## src/design/pbxd_pkg.sv

```systemverilog
// ----------------------------------------------------------------------------
// pbxd_pkg
// Shared types and constants for the parallel bit extract/deposit pipeline.
// ----------------------------------------------------------------------------
package pbxd_pkg;

   localparam int DATA_WIDTH  = 64;
   localparam int GROUP_WIDTH = 8;
   localparam int NUM_GROUPS  = DATA_WIDTH / GROUP_WIDTH;
   localparam int IDX_W       = $clog2(DATA_WIDTH);
   localparam int LRANK_W     = $clog2(GROUP_WIDTH);
   localparam int GCNT_W      = $clog2(GROUP_WIDTH + 1);

   localparam logic CMD_EXTRACT = 1'b0;
   localparam logic CMD_DEPOSIT = 1'b1;

   typedef logic [DATA_WIDTH-1:0] word_type;

   typedef struct packed {
      logic     valid;
      logic     command;
      word_type source_word;
      word_type select_mask;
   } item_type;

   typedef struct packed {
      item_type                              item;
      logic [DATA_WIDTH-1:0][LRANK_W-1:0]    lrank;
      logic [NUM_GROUPS-1:0][GCNT_W-1:0]     gcnt;
   } local_type;

   typedef struct packed {
      item_type                              item;
      logic [DATA_WIDTH-1:0][IDX_W-1:0]      rank;
   } rank_type;

endpackage

```

## src/design/pbxd_rank_local.sv

```systemverilog
// ----------------------------------------------------------------------------
// pbxd_rank_local
// Stage one: count set mask bits below each position inside its group.
// ----------------------------------------------------------------------------
module pbxd_rank_local (
   input  logic                clock,
   input  logic                reset,
   input  pbxd_pkg::item_type  item_i,
   output pbxd_pkg::local_type stage_o
);

   pbxd_pkg::local_type            stage_in;
   pbxd_pkg::local_type            stage_ff;
   logic [pbxd_pkg::GCNT_W-1:0]    run;

   always_comb begin
      stage_in      = '0;
      stage_in.item = item_i;
      run           = '0;
      for (int g = 0; g < pbxd_pkg::NUM_GROUPS; g++) begin
         run = '0;
         for (int b = 0; b < pbxd_pkg::GROUP_WIDTH; b++) begin
            stage_in.lrank[g*pbxd_pkg::GROUP_WIDTH+b] = pbxd_pkg::LRANK_W'(run);
            run = run + pbxd_pkg::GCNT_W'(item_i.select_mask[g*pbxd_pkg::GROUP_WIDTH+b]);
         end
         stage_in.gcnt[g] = run;
      end
   end

   always_ff @(posedge clock) begin
      if (reset) begin
         stage_ff.item.valid <= 1'b0;
      end else begin
         stage_ff <= stage_in;
      end
   end

   assign stage_o = stage_ff;

endmodule

```

## config.mk

```make
export PLATFORM = sky130hd
export DESIGN_NAME = pbxd_rank_local
export DESIGN_NICKNAME = d
export VERILOG_FILES = /design/src/design/pbxd_pkg.sv /design/src/design/pbxd_rank_local.sv
export SDC_FILE = /design/constraint.sdc
export NUM_CORES = 1
export LEC_CHECK = 0
export ABC_AREA = 1
export BUFFER_PORTS_ARGS = -buffer_cell sky130_fd_sc_hd__buf_2
export CELL_PAD_IN_SITES_DETAIL_PLACEMENT = 1
export CELL_PAD_IN_SITES_GLOBAL_PLACEMENT = 2
export CORE_MARGIN = 3
export CORE_UTILIZATION = 32
export DETAILED_ROUTE_END_ITERATION = 8
export GPL_TIMING_DRIVEN = 1
export PLACE_DENSITY_LB_ADDON = 0.1
export SLEW_MARGIN = 20
export SYNTH_ARGS = -nofsm -noshare
export SYNTH_HDL_FRONTEND = slang
export SYNTH_SLANG_ARGS = --single-unit
```

## constraint.sdc

```tcl
create_clock -name clock -period 11.3 [get_ports clock]
set_input_delay 2.825 -clock clock [delete_from_list [all_inputs] [get_ports clock]]
set_output_delay 2.825 -clock clock [all_outputs]
set_load 0.005 [all_outputs]
```

# After elaboration in Yosys (flattened, before gate mapping)
# Index checks and enable logic that the tools add are counted.
[word_totals]
ff_bits = 314
input_bits = 132
output_inout_bits = 354
word_cells = 124
[op_classes]
add_sub_neg = 56
[op_table]
columns = ["operator", "count"]
rows = [
  ["$add A4 B1 Y4", 32],
  ["$add A3 B1 Y4", 8],
  ["$add A2 B1 Y3", 8],
  ["$add A1 B1 Y2", 8],
]

# Longest topological paths before layout
[depth]
ltp_word = 7
depth_mapped = 16
ltp_nobuf = 16

# Worst setup path before layout
# No wires, ideal clock.
[synth_timing]
path_kind = "in2reg"
from = "input reset"
to = "register stage_ff, in the netlist stage_o[0], enable pin"
setup_ns = 0.646
arrival_time_ns = 8.543
required_ns = 10.654
path_slack_ns = 2.112
stages = 1
path_buffers = 0
path_cell_list = "inv_1"
[synth_lines]
columns = ["item", "line", "text"]
rows = [
  ["start, declared", "pbxd_rank_local.sv:7", "input logic reset,"],
  ["end signal, assigned", "pbxd_rank_local.sv:34", "stage_ff <= stage_in;"],
  ["end, declared", "pbxd_rank_local.sv:13", "pbxd_pkg::local_type stage_ff;"],
]
# No word-level cell between the ends.

==> flow_summary.json <==
{
  "status": "completed",
  "fin_nets": 1760,
  "cts_resized": 0,
  "io_pins": 486,
  "p_leak_nw": 7.94,
  "final_cell_mix": "buf_2, edfxtp_1, nand2_1, nand3_1, inv_1",
  "power.internal_mw": 2.34,
  "post_cts_buffers": 0,
  "sequentialPowerShare_pct": 45.3,
  "regArea_um2": 8940,
  "path_class": "in2reg",
  "switching_share_pct": 27.4,
  "irDropWorstVdd_uv": 91.7,
  "yosysWarnings": 0,
  "power_frac_comb_pct": 20.2,
  "postRouteAntennaNets": 0,
  "synth_area_um2": 13400,
  "vias": 9219,
  "fillers": 4586,
  "layout_commonest_cell": "buf_2",
  "cts_tree": "done",
  "cts.sinks": 298,
  "dp_hpwl_um": 29900,
  "final_max_slew_viol_count": 0,
  "syn_area_per_cell_um2": 12.7,
  "die_width_um": 211,
  "synth_seq_cells": 298,
  "critPathLaunchType": "input port",
  "holdWs_ns": 2.47,
  "worstPathRequired_ns": 11.58,
  "placed_cells": 2022,
  "ys_types": 24,
  "syn_inst": 1059,
  "cts_max_level": 2,
  "drc": 0,
  "viasPerCell": 4.42,
  "slew_headroom_pct": 33.4,
  "path_max_fanout": 4,
  "clockRootBuffer": "clkbuf_16",
  "gp_congestion": 0.748,
  "grt_pass1_vias": 9520,
  "stdcell_area_um2": 17200,
  "start_util_pct": 32.6,
  "layout-area-overhead-vs-synth_pct": 28.0,
  "routedWlPerCell_um": 18.1,
  "fin_tns_setup_ns": 0,
  "core_um2": 41100,
  "p_per_area_nw_per_um2": 188,
  "crit_arrival_ns": 5.39,
  "clkPwrFrac_pct": 34.4,
  "dieHeight_um": 211,
  "grt_first_pass_wirelength_um": 56300,
  "largest_register_ff_count": 298,
  "drt_iter0_drc": 380,
  "grt_antenna_before_repair": 5,
  "multi_input_area_um2": 3820,
  "grt_max_degree": 89,
  "crit_path_end_kind": "flop",
  "fmax_mhz": 196,
  "dr.pass1.iters": 4,
  "finalHoldViolCount": 0,
  "rows": 74,
  "p_switching_uw": 884,
  "clk_path_buf_depth": 3,
  "hold_path_depth": 1,
  "rsz0062_at_grt": "no",
  "cts_made_buffers": 35,
  "fin_crit_ns": 5.11,
  "holdBufCountCts": 0,
  "finalNonFillerCells": 2086,
  "layout-drive-gt1-share_pct": 35.3,
  "portBuffers": 437,
  "period_share_pct": 45.2,
  "wl_um": 37800,
  "setup_viol": 0,
  "clk_pin_slew_worst_paths_ns": 0.06,
  "dieArea_um2": 44400,
  "tightest_slew_ns": 0.998,
  "ys_seq_area_share_pct": 66.6,
  "grt_usage_pct": 16.5,
  "overflow": 0,
  "placed_cell_area_um2": 16100,
  "cap_violations": 0,
  "hp-class": "in2reg"
}
## worst paths after layout
kind | slack (ns) | startpoint | end
setup / recovery | 6.19 | item_i[56] | stage_o[31]$_DFFE_PN_
hold / removal | 2.47 | item_i[109] | stage_o[333]$_DFFE_PN_
## power by group through the flow
stage / clock network (mW) / registers, mW / logic [mW]
floorplan: 0 / 1.52 / 0.333
global placement: 0 / 1.48 / 0.663
detailed placement: 0 / 1.49 / 0.670
CTS: 1.15 / 1.47 / 0.674
global route: 1.20 / 1.48 / 0.745
finish: 1.11 / 1.46 / 0.652
## cells by family after synthesis
logic type,count (synthesis),share of synthesized area [%]
adders and majority gates,101,9.86
AOI/OAI and AO/OA,9,0.448
buffers and inverters,166,6.21
xor gates and xnor gates,8,0.522
other,1,0.0279
and+or+nand+nor,476,16.3
DFF,298,66.6
## synth_stat cells (all sizes together)
library cell | number | area, um2
buf | 56 | 420
dfxtp | 1 | 20.0
nand3b | 4 | 30.0
o211ai | 5 | 37.5
fa | 8 | 160
xnor2 | 3 | 26.3
nand2 | 323 | 1350
nor2 | 28 | 133
o21ai | 2 | 10.0
nand3 | 117 | 651
inv | 110 | 413
nand4 | 4 | 25.0
a21boi | 1 | 7.51
conb | 1 | 3.75
ha | 93 | 1160
xor2 | 5 | 43.8
a21oi | 1 | 5.00
edfxtp | 297 | 8920
## per-stage QoR
step	power, mW	utilization, %	setup slack [ns]
2_1_floorplan	1.85	-	2.11
3_3_place_gp	2.14	39.1	5.68
3_5_place_dp	2.16	39.1	5.65
4_1_cts	3.29	41.8	6.22
5_1_grt	3.42	41.8	6.02
6_report	3.22	41.8	6.19
## worst max-delay path, stage by stage
cell,delay [ns]
buf_2,0.14
fa_1,0.52
ha_1,0.32
ha_1,0.31
ha_1,0.22
ha_1,0.34
ha_1,0.20
inv_1,0.05
nand3_1,0.07
nand2_1,0.12
nor2_2,0.13
inv_1,0.05
nand2_1,0.05
nand2_1,0.04
## cell type report
type | count | share of cell area (%)
Timing Repair Buffer | 440 | 12.9
Sequential cell | 298 | 52.0
Antenna cell | 2 | 0.0291
Tap cell | 532 | 3.88
Clock inverter | 14 | 0.845
Clock buffer | 48 | 5.62
Inverter | 110 | 2.45
Multi-Input combinational cell | 642 | 22.3
## per-layer routing
layer	global-route usage [%]	part of all wire, %	vias up
li1	-	-	4472
met1	18.7	39	4388
met2	29.1	50	304
met3	6.37	9.2	49
met4	4.83	2.3	6
met5	0	0.10	-
Power figures use the tool's default switching activity.
