File: src/design/pbxd_pkg.sv
// ----------------------------------------------------------------------------
// pbxd_pkg
// Shared types and constants for the parallel bit extract/deposit pipeline.
// ----------------------------------------------------------------------------
package pbxd_pkg;

   localparam int DATA_WIDTH  = 64;
   localparam int GROUP_WIDTH = 8;
   localparam int NUM_GROUPS  = DATA_WIDTH / GROUP_WIDTH;
   localparam int IDX_W       = $clog2(DATA_WIDTH);
   localparam int LRANK_W     = $clog2(GROUP_WIDTH);
   localparam int GCNT_W      = $clog2(GROUP_WIDTH + 1);

   localparam logic CMD_EXTRACT = 1'b0;
   localparam logic CMD_DEPOSIT = 1'b1;

   typedef logic [DATA_WIDTH-1:0] word_type;

   typedef struct packed {
      logic     valid;
      logic     command;
      word_type source_word;
      word_type select_mask;
   } item_type;

   typedef struct packed {
      item_type                              item;
      logic [DATA_WIDTH-1:0][LRANK_W-1:0]    lrank;
      logic [NUM_GROUPS-1:0][GCNT_W-1:0]     gcnt;
   } local_type;

   typedef struct packed {
      item_type                              item;
      logic [DATA_WIDTH-1:0][IDX_W-1:0]      rank;
   } rank_type;

endpackage

File: src/design/pbxd_rank_global.sv
// ----------------------------------------------------------------------------
// pbxd_rank_global
// Stage two: add group base offsets to form the full rank of every position.
// ----------------------------------------------------------------------------
module pbxd_rank_global (
   input  logic                clock,
   input  logic                reset,
   input  pbxd_pkg::local_type stage_i,
   output pbxd_pkg::rank_type  stage_o
);

   pbxd_pkg::rank_type           stage_in;
   pbxd_pkg::rank_type           stage_ff;
   logic [pbxd_pkg::IDX_W-1:0]   base;

   always_comb begin
      stage_in      = '0;
      stage_in.item = stage_i.item;
      base          = '0;
      for (int g = 0; g < pbxd_pkg::NUM_GROUPS; g++) begin
         for (int b = 0; b < pbxd_pkg::GROUP_WIDTH; b++) begin
            stage_in.rank[g*pbxd_pkg::GROUP_WIDTH+b] =
               base + pbxd_pkg::IDX_W'(stage_i.lrank[g*pbxd_pkg::GROUP_WIDTH+b]);
         end
         base = base + pbxd_pkg::IDX_W'(stage_i.gcnt[g]);
      end
   end

   always_ff @(posedge clock) begin
      if (reset) begin
         stage_ff.item.valid <= 1'b0;
      end else begin
         stage_ff <= stage_in;
      end
   end

   assign stage_o = stage_ff;

endmodule

File: config.mk
export PLATFORM = sky130hd
export DESIGN_NAME = pbxd_rank_global
export DESIGN_NICKNAME = d
export VERILOG_FILES = /design/src/design/pbxd_pkg.sv /design/src/design/pbxd_rank_global.sv
export SDC_FILE = /design/constraint.sdc
export NUM_CORES = 1
export LEC_CHECK = 0
export BUFFER_PORTS_ARGS = -buffer_cell sky130_fd_sc_hd__buf_2
export CAP_MARGIN = 20
export CORE_AREA = 8 8 331 333
export DETAILED_ROUTE_END_ITERATION = 7
export DIE_AREA = 0 0 339 341
export PLACE_DENSITY_LB_ADDON = 0.12
export SLEW_MARGIN = 10
export SYNTH_ARGS = -nofsm -noshare
export SYNTH_HDL_FRONTEND = slang
export SYNTH_SLANG_ARGS = --single-unit
File: constraint.sdc
create_clock -name clock -period 13.85 [get_ports clock]
set_input_delay 0.6925 -clock clock [delete_from_list [all_inputs] [get_ports clock]]
set_output_delay 0.6925 -clock clock [all_outputs]
set_load 0.02 [all_outputs]
# Word level (Yosys, flattened, before mapping)

Index checks and enable logic that the tools add are counted.
W data, S select, Z words.

Add/sub/neg operators: 62

Operators by type and width:

| kind          | count |
|---|---|
| $add A6 B3 Y6 | 40 |
| $add A5 B3 Y6 | 8 |
| $add A4 B3 Y5 | 8 |
| $add A6 B4 Y6 | 4 |
| $add A5 B4 Y6 | 1 |
| $add A4 B4 Y5 | 1 |

Bits in registers: 490
Input bits: 356
Output and inout port bits: 514
Logic and storage cells: 130

# Depth between registers and ports, before layout

Gate-level depths: netlist (run 1).

Depth in word-level cells: 7
Depth in mapped cells: 26
Depth with buffers taken out: 23

# Least setup slack after synthesis (run 1)

OpenSTA, ideal clock, no wires.

Path type: input -> register
Start: in reset
End: reg stage_ff, in the netlist stage_o[0] (enable)
Setup time: 0.826 ns
Arrival time: 9.944 ns
Data required time: 13.024 ns
Slack: 3.080 ns
Stages on the path: 1
Path buffers: 0
Path through: inv_1

RTL lines:

| what                   | RTL line               | RTL |
|---|---|---|
| start: declaration     | pbxd_rank_global.sv:7  | `input logic reset,` |
| end signal: assignment | pbxd_rank_global.sv:33 | `stage_ff <= stage_in;` |
| end: declaration       | pbxd_rank_global.sv:13 | `pbxd_pkg::rank_type stage_ff;` |

No word-level cell between the ends.

==> summary.txt, run 1 <==
Core Region = 0.104 mm^2
Fin Setup TNS = 0 ns
Remaining DRCs = 0
Netlist cell types = 41
Max Cap Viol = 0
Yosys warning count = 0
Die Ht = 341 um
final worst path period share = 54.9%
DR vias = 14600
synthesized area per cell = 16.5 um^2
Crit-path slowest cell = xnor3_1
vias per std cell = 3.92
mapped cell area = 0.0226 mm^2
Seq/Total Area, Yosys = 63.9%
router iterations before antenna repair = 4
largest net degree at the start of global routing = 112
Final Setup Violations = 0
vias in the first global route = 15900
Die W = 339 um
Worst Tran Pin Value = 1.01 ns
Leakage = 13.3 nW
most common cell after layout, fill and taps aside = buf_2
DR WL/cell = 23.6 um
CTS tree = yes
P per Cell Area = 293 mW/mm^2
Worst EP arrival = 7.99 ns
H-tree depth = 2
antenna violations before repair = 35
min-delay worst type = in2reg
max incr delay on CP = 0.84 ns
fin util = 29.3%
Fin. Hold Viols = 0
Startpoint Class = primary input
finished layout cell area = 0.0306 mm^2
DIE AREA = 0.116 mm^2
most frequent CP cell = ha_1
worst path required time = 14.24 ns
first-pass GRT wire length = 122 mm
final-layout fill cell count = 10700
crit path time final = 7.60 ns
layout net count = 2889
WL final = 88.2 mm
Std-Cell Rows = 119
CP Max Fanout = 25
DP Cell Count = 3606
Worst-path clk slew = 0.06 ns
fmax = 132 MHz
RSZ-0062 raised after global routing = false
Multi-input gate area = 0.00787 mm^2
grt total ovfl = 0
Resize count post-CTS = 0
Seq cells post-synth = 482
dpl hpwl = 70.2 mm
Crit Path Category = in2reg
setup bufs post-CTS = 0
area post-placement = 0.0287 mm^2
PortBufs = 833
max reg flops = 482
fraction of layout cells with a size suffix above 1 = 41.7%
Initial Util = 21.7%
Starting DRT DRC Count = 468
final-report max-slew violation count = 0
P&R area growth vs syn = 35.2%
total CTS buffers = 60
Ports = 870
routability congestion estimate = 0.886
Cells after Synth = 1369
gr usage total = 14.6%
clock root buffer = clkbuf_16
Max Buffers Root-to-Sink = 3
Antenna Violating Nets Remaining = 0
status = completed
commonest non-fill, non-tap cells in the layout = 833 x buf_2, 481 x edfxtp_1, 194 x ha_1, 115 x a21oi_1, 101 x xnor2_1
Critical Path Sink Type = register
register area = 0.0145 mm^2
clk sinks = 482
# hold bufs at CTS = 0
worst vdd ir = 0.000305 V
Final Non-Filler Cells = 3730
max_slew headroom = 32.6%
[final timing paths]
kind,from,end,slack [ns],cells past startpoint
worst max-delay path,stage_i[0],stage_o[341],6.25,28
worst min-delay path,stage_i[233],stage_o[393],0.22,1
[through the flow]
step	worst slack [ns]	hold WS, ns	total power [W]
3_5_place_dp	5.45	0.871	0.00757
2_1_floorplan	3.08	0.764	0.00595
6_report	6.25	0.217	0.00898
5_1_grt	5.82	0.151	0.00963
4_1_cts	6.16	0.142	0.00921
3_3_place_gp	5.54	0.870	0.00747
[routing by layer]
metal | global-route usage [%] | part of all wire, %
met2 | 26.1 | 51
met5 | 0 | 0.23
met1 | 14.8 | 35
met3 | 7.82 | 12
met4 | 3.96 | 2.6
[layout make-up]
| class | count | area share (%) |
|---|---|---|
| clock buffer | 73 | 5.06 |
| sequential | 482 | 47.2 |
| multi-input combinational | 824 | 25.7 |
| inverter | 45 | 0.576 |
| timing repair buffer | 864 | 14.4 |
| tap | 1391 | 5.68 |
| clock inverter | 36 | 1.25 |
| antenna | 15 | 0.123 |
[cells in the mapped netlist, drive strengths merged]
library cell,count,area share [%]
o21a,9,0.33
nand2b,4,0.11
ha,194,11
nand3,1,0.022
conb,1,0.017
inv,45,0.75
a31o,1,0.039
o2bb2ai,1,0.039
nor2b,11,0.30
a21boi,1,0.033
o21ai,10,0.22
mux2i,2,0.14
nor2,68,1.2
or2,1,0.028
a2bb2oi,1,0.039
a221oi,1,0.039
xnor2,106,4.3
clkbuf,6,0.099
a21oi,118,2.7
xnor3,18,1.8
nand2,2,0.033
edfxtp,481,64
a21o,67,2.2
xor3,1,0.10
nor3,24,0.53
dfxtp,1,0.088
buf,43,1.3
xor2,89,3.5
fa,62,5.5
[logic make-up after synthesis]
kind of cell | share of synthesized area, %
xor+xnor | 9.75
other cells | 0.0166
mux | 0.144
buf+inv | 2.19
fa+ha+maj | 16.2
flops | 63.9
compound gates | 5.65
simple gates | 2.19
[critical path, delay by kind of cell]
family | cells | cell delay, ns
buffers and inverters | 10 | 2.17
AND/OR/NAND/NOR | 1 | 0.15
XOR/XNOR | 6 | 1.74
adder cells (fa/ha/maj) | 7 | 2.52
AO/OA/AOI/OAI | 4 | 0.66
[report_power, final]
| part | switching, W | leakage [nW] | internal (W) |
|---|---|---|---|
| combinational | 0.00290 | 7.65 | 0.00192 |
| clock | 0.000659 | 0.926 | 0.000906 |
| sequential | 0.000115 | 4.71 | 0.00248 |
| total | 0.00367 | 13.3 | 0.00531 |
(Power assumes the default switching activity.)
==> run 2, diff against run 1 <==
- ABC_AREA: default -> 1
- CORE_AREA: 8 8 331 333 -> 8 8 332 334
- DIE_AREA: 0 0 339 341 -> 0 0 340 342
- clock period: 13.85 -> 6.9 ns (I/O delays scaled with it)
==> run 2 against run 1 <==
Compared with the run above: worst setup slack worse by 5.3 ns; via count rose by 11%; combinational power is 65% higher; flip-flop and latch count did not move; global-route usage shrank 0.29 points; synthesized cell count increased by 11%; critical path type unchanged; highest routed layer unchanged.
==> summary.txt, run 2 <==
Fin. Hold Viols = 0 (unchanged)
clock root buffer = clkbuf_16
Multi-input gate area = 0.00799 mm^2 (+1.4%)
status = completed
first-pass GRT wire length = 124 mm (+1.8%)
P&R area growth vs syn = 43.3%
grt total ovfl = 0 (unchanged)
routability congestion estimate = 0.812 (-8.3%)
count leader, synth = edfxtp_1
adder-cell area share of the yosys netlist = 15.9% (-0.26 points)
Critical Path Sink Type = register
Max Buffers Root-to-Sink = 3 (unchanged)
Remaining DRCs = 0 (unchanged)
fraction of layout cells with a size suffix above 1 = 38.2% (-3.4 points)
DR vias = 16300 (+11%)
Synth async-reset ratio = 0% (unchanged)
GRT met1 Usage = 14.5% (-0.30 points)
total CTS buffers = 61 (+1.7%)
Die Ht = 342 um (+0.29%)
Synth Area in Simple Gates = 6.81% (+4.6 points)
Seq cells post-synth = 482 (unchanged)
hold path depth = 2 (+1)
Worst-path clk slew = 0.05 ns (about the same)
DIE AREA = 0.116 mm^2 (+0.59%)
vias in the first global route = 18000 (+13%)
Final Non-Filler Cells = 4089 (+9.6%)
Ports = 870 (unchanged)
vias per std cell = 3.97 (+1.4%)
dominant synthesized flop cell = edfxtp_1
CTS tree = yes
max incr delay on CP = 0.51 ns (-0.33 ns)
post-synth top area share = 62.8% (-1.0 points)
max reg flops = 482 (unchanged)
setup bufs post-CTS = 0 (unchanged)
Crit-path slowest cell = clkinv_1
number of synthesized flops with an enable pin = 481 (unchanged)
GR Util met2 = 26.3% (+0.18 points)
mapped cell area = 0.0230 mm^2 (+1.6%)
Final Setup Violations = 0 (unchanged)
Core Region = 0.105 mm^2 (+0.29%)
most frequent cells after synthesis = 481 x edfxtp_1, 194 x ha_1, 139 x xor2_1
commonest non-fill, non-tap cells in the layout = 833 x buf_2, 481 x edfxtp_1, 213 x dlygate4sd3_1, 194 x ha_1, 137 x xor2_1
Synth area leaders = edfxtp_1 63%, ha_1 11%, fa_1 5.4%
mux contribution to synthesized area = 0% (-0.14 points)
Leakage = 14.5 nW (+9.3%)
Worst EP arrival = 6.39 ns (-1.60 ns)
most common cell after layout, fill and taps aside = buf_2
antenna violations before repair = 29 (-17%)
Compound-Gate Fraction of Synth Area = 4.32% (-1.3 points)
Netlist cell types = 35 (-15%)
PortBufs = 833 (unchanged)
fmax = 167 MHz
CP Max Fanout = 11 (-56%)
crit path time final = 5.99 ns
DP Cell Count = 3753 (+4.1%)
Startpoint Class = primary input
H-tree depth = 2 (unchanged)
Initial Util = 22.0% (+0.29 points)
Yosys warning count = 0 (unchanged)
RSZ-0062 raised after global routing = false
max_slew headroom = 31.8% (-0.82 points)
gr usage total = 14.3% (-0.29 points)
register area = 0.0145 mm^2 (unchanged)
final worst path period share = 86.8%
Post-Synth XOR/XNOR Area = 6.96% (-2.8 points)
GR Util met3 = 5.95% (-1.9 points)
layout net count = 3250 (+12%)
Crit Path Category = in2reg
fin util = 31.5% (+2.2 points)
router iterations before antenna repair = 6 (+2)
Cells after Synth = 1515 (+11%)
P per Cell Area = 480 mW/mm^2 (+64%)
Std-Cell Rows = 119 (unchanged)
WL final = 87.0 mm (-1.3%)
largest family of logic cells by synthesized area = adder cells
Starting DRT DRC Count = 535 (+14%)
synthesized area per cell = 15.2 um^2 (-8.2%)
Seq/Total Area, Yosys = 62.8% (-1.0 points)
DR WL/cell = 21.3 um (-10%)
Die W = 340 um (+0.29%)
final-report max-slew violation count = 0 (unchanged)
Max Cap Viol = 0 (unchanged)
worst vdd ir = 0.000343 V (+13%)
clk sinks = 482 (unchanged)
Antenna Violating Nets Remaining = 0 (unchanged)
dpl hpwl = 68.5 mm (-2.4%)
final-layout fill cell count = 10600 (-1.7%)
min-delay worst type = in2reg
Synth area leader = edfxtp_1
worst path required time = 7.30 ns (-6.94 ns)
largest net degree at the start of global routing = 155 (+38%)
Worst Tran Pin Value = 1.02 ns (+0.0123 ns)
gr busiest metal = met2
-- run 2: changes by cell type after synthesis, moves of 12 or more --
| cell | delta |
|---|---|
| nand2_1 | +61 |
| xnor2_1 | -58 |
| inv_1 | +54 |
| xor2_1 | +51 |
| nand3_1 | +45 |
| a21o_1 | -29 |
| nor2_1 | +27 |
| nand2_2 | +26 |
| nor3_1 | -23 |
| a21oi_1 | -21 |
| xnor3_1 | -18 |
| a31oi_1 | +13 |
| nand2_4 | +12 |
-- run 2: layer usage --
layer,wire [um],up-vias
li1,-,7668
met1,31000,7844
met2,45100,593
met3,7990,132
met4,2740,16
met5,103,-
-- run 2: through the flow --
| stage | setup TNS [ns] | hold WS, ns | total power [W] | instance area, um^2 | worst slack [ns] |
|---|---|---|---|---|---|
| 2_1_floorplan | -459.92 | 0.416 | 0.0104 | 23100 | -0.956 |
| 3_3_place_gp | 0 | 0.522 | 0.0129 | 29000 | 0.0909 |
| 3_5_place_dp | 0 | 0.523 | 0.0130 | 29000 | 0.0190 |
| 4_1_cts | 0 | 0.000320 | 0.0162 | 32900 | 0.747 |
| 5_1_grt | 0 | -0.000458 | 0.0170 | 33000 | 0.366 |
| 6_report | 0 | 0.0434 | 0.0158 | 33000 | 0.909 |
-- run 2: worst paths after layout --
| path | from | to |
|---|---|---|
| setup / recovery | stage_i[1] | stage_o[377] |
| hold / removal | stage_i[131] | stage_o[198] |
-- run 2: logic make-up after synthesis --
family	count (synthesis)
xor gates and xnor gates	183
other	1
AOI/OAI and AO/OA	172
adders and majority gates	256
buffers and inverters	146
and+or+nand+nor	275
DFF	482
-- run 2: final cells by class --
class | count | share of cell area, %
antenna | 13 | 0.0987
clock buffer | 74 | 4.78
clock inverter | 36 | 0.827
inverter | 103 | 1.19
multi-input combinational | 918 | 24.2
sequential | 482 | 43.9
tap | 1391 | 5.28
timing repair buffer | 1072 | 19.7
-- run 2: report_power, final --
part	leakage, nW	internal (W)	total (W)	switching [W]
clock	0.908	0.00169	0.00299	0.00130
combinational	8.90	0.00280	0.00793	0.00513
sequential	4.71	0.00469	0.00492	0.000229
-- run 2: worst max-delay path: cells and delay by family --
kind	cells	cell delay [ns]
compound gates	2	0.32
fa+ha+maj	6	2.07
simple gates	17	2.43
buf+inv	7	1.18
-- run 2: what timing repair did --
| item | CTS | global route |
|---|---|---|
| hold endpoints to repair | 212 | 0 |
| setup endpoints to repair | 0 | 0 |
| gates resized for setup | 0 | 0 |
| hold buffers | 213 | 0 |
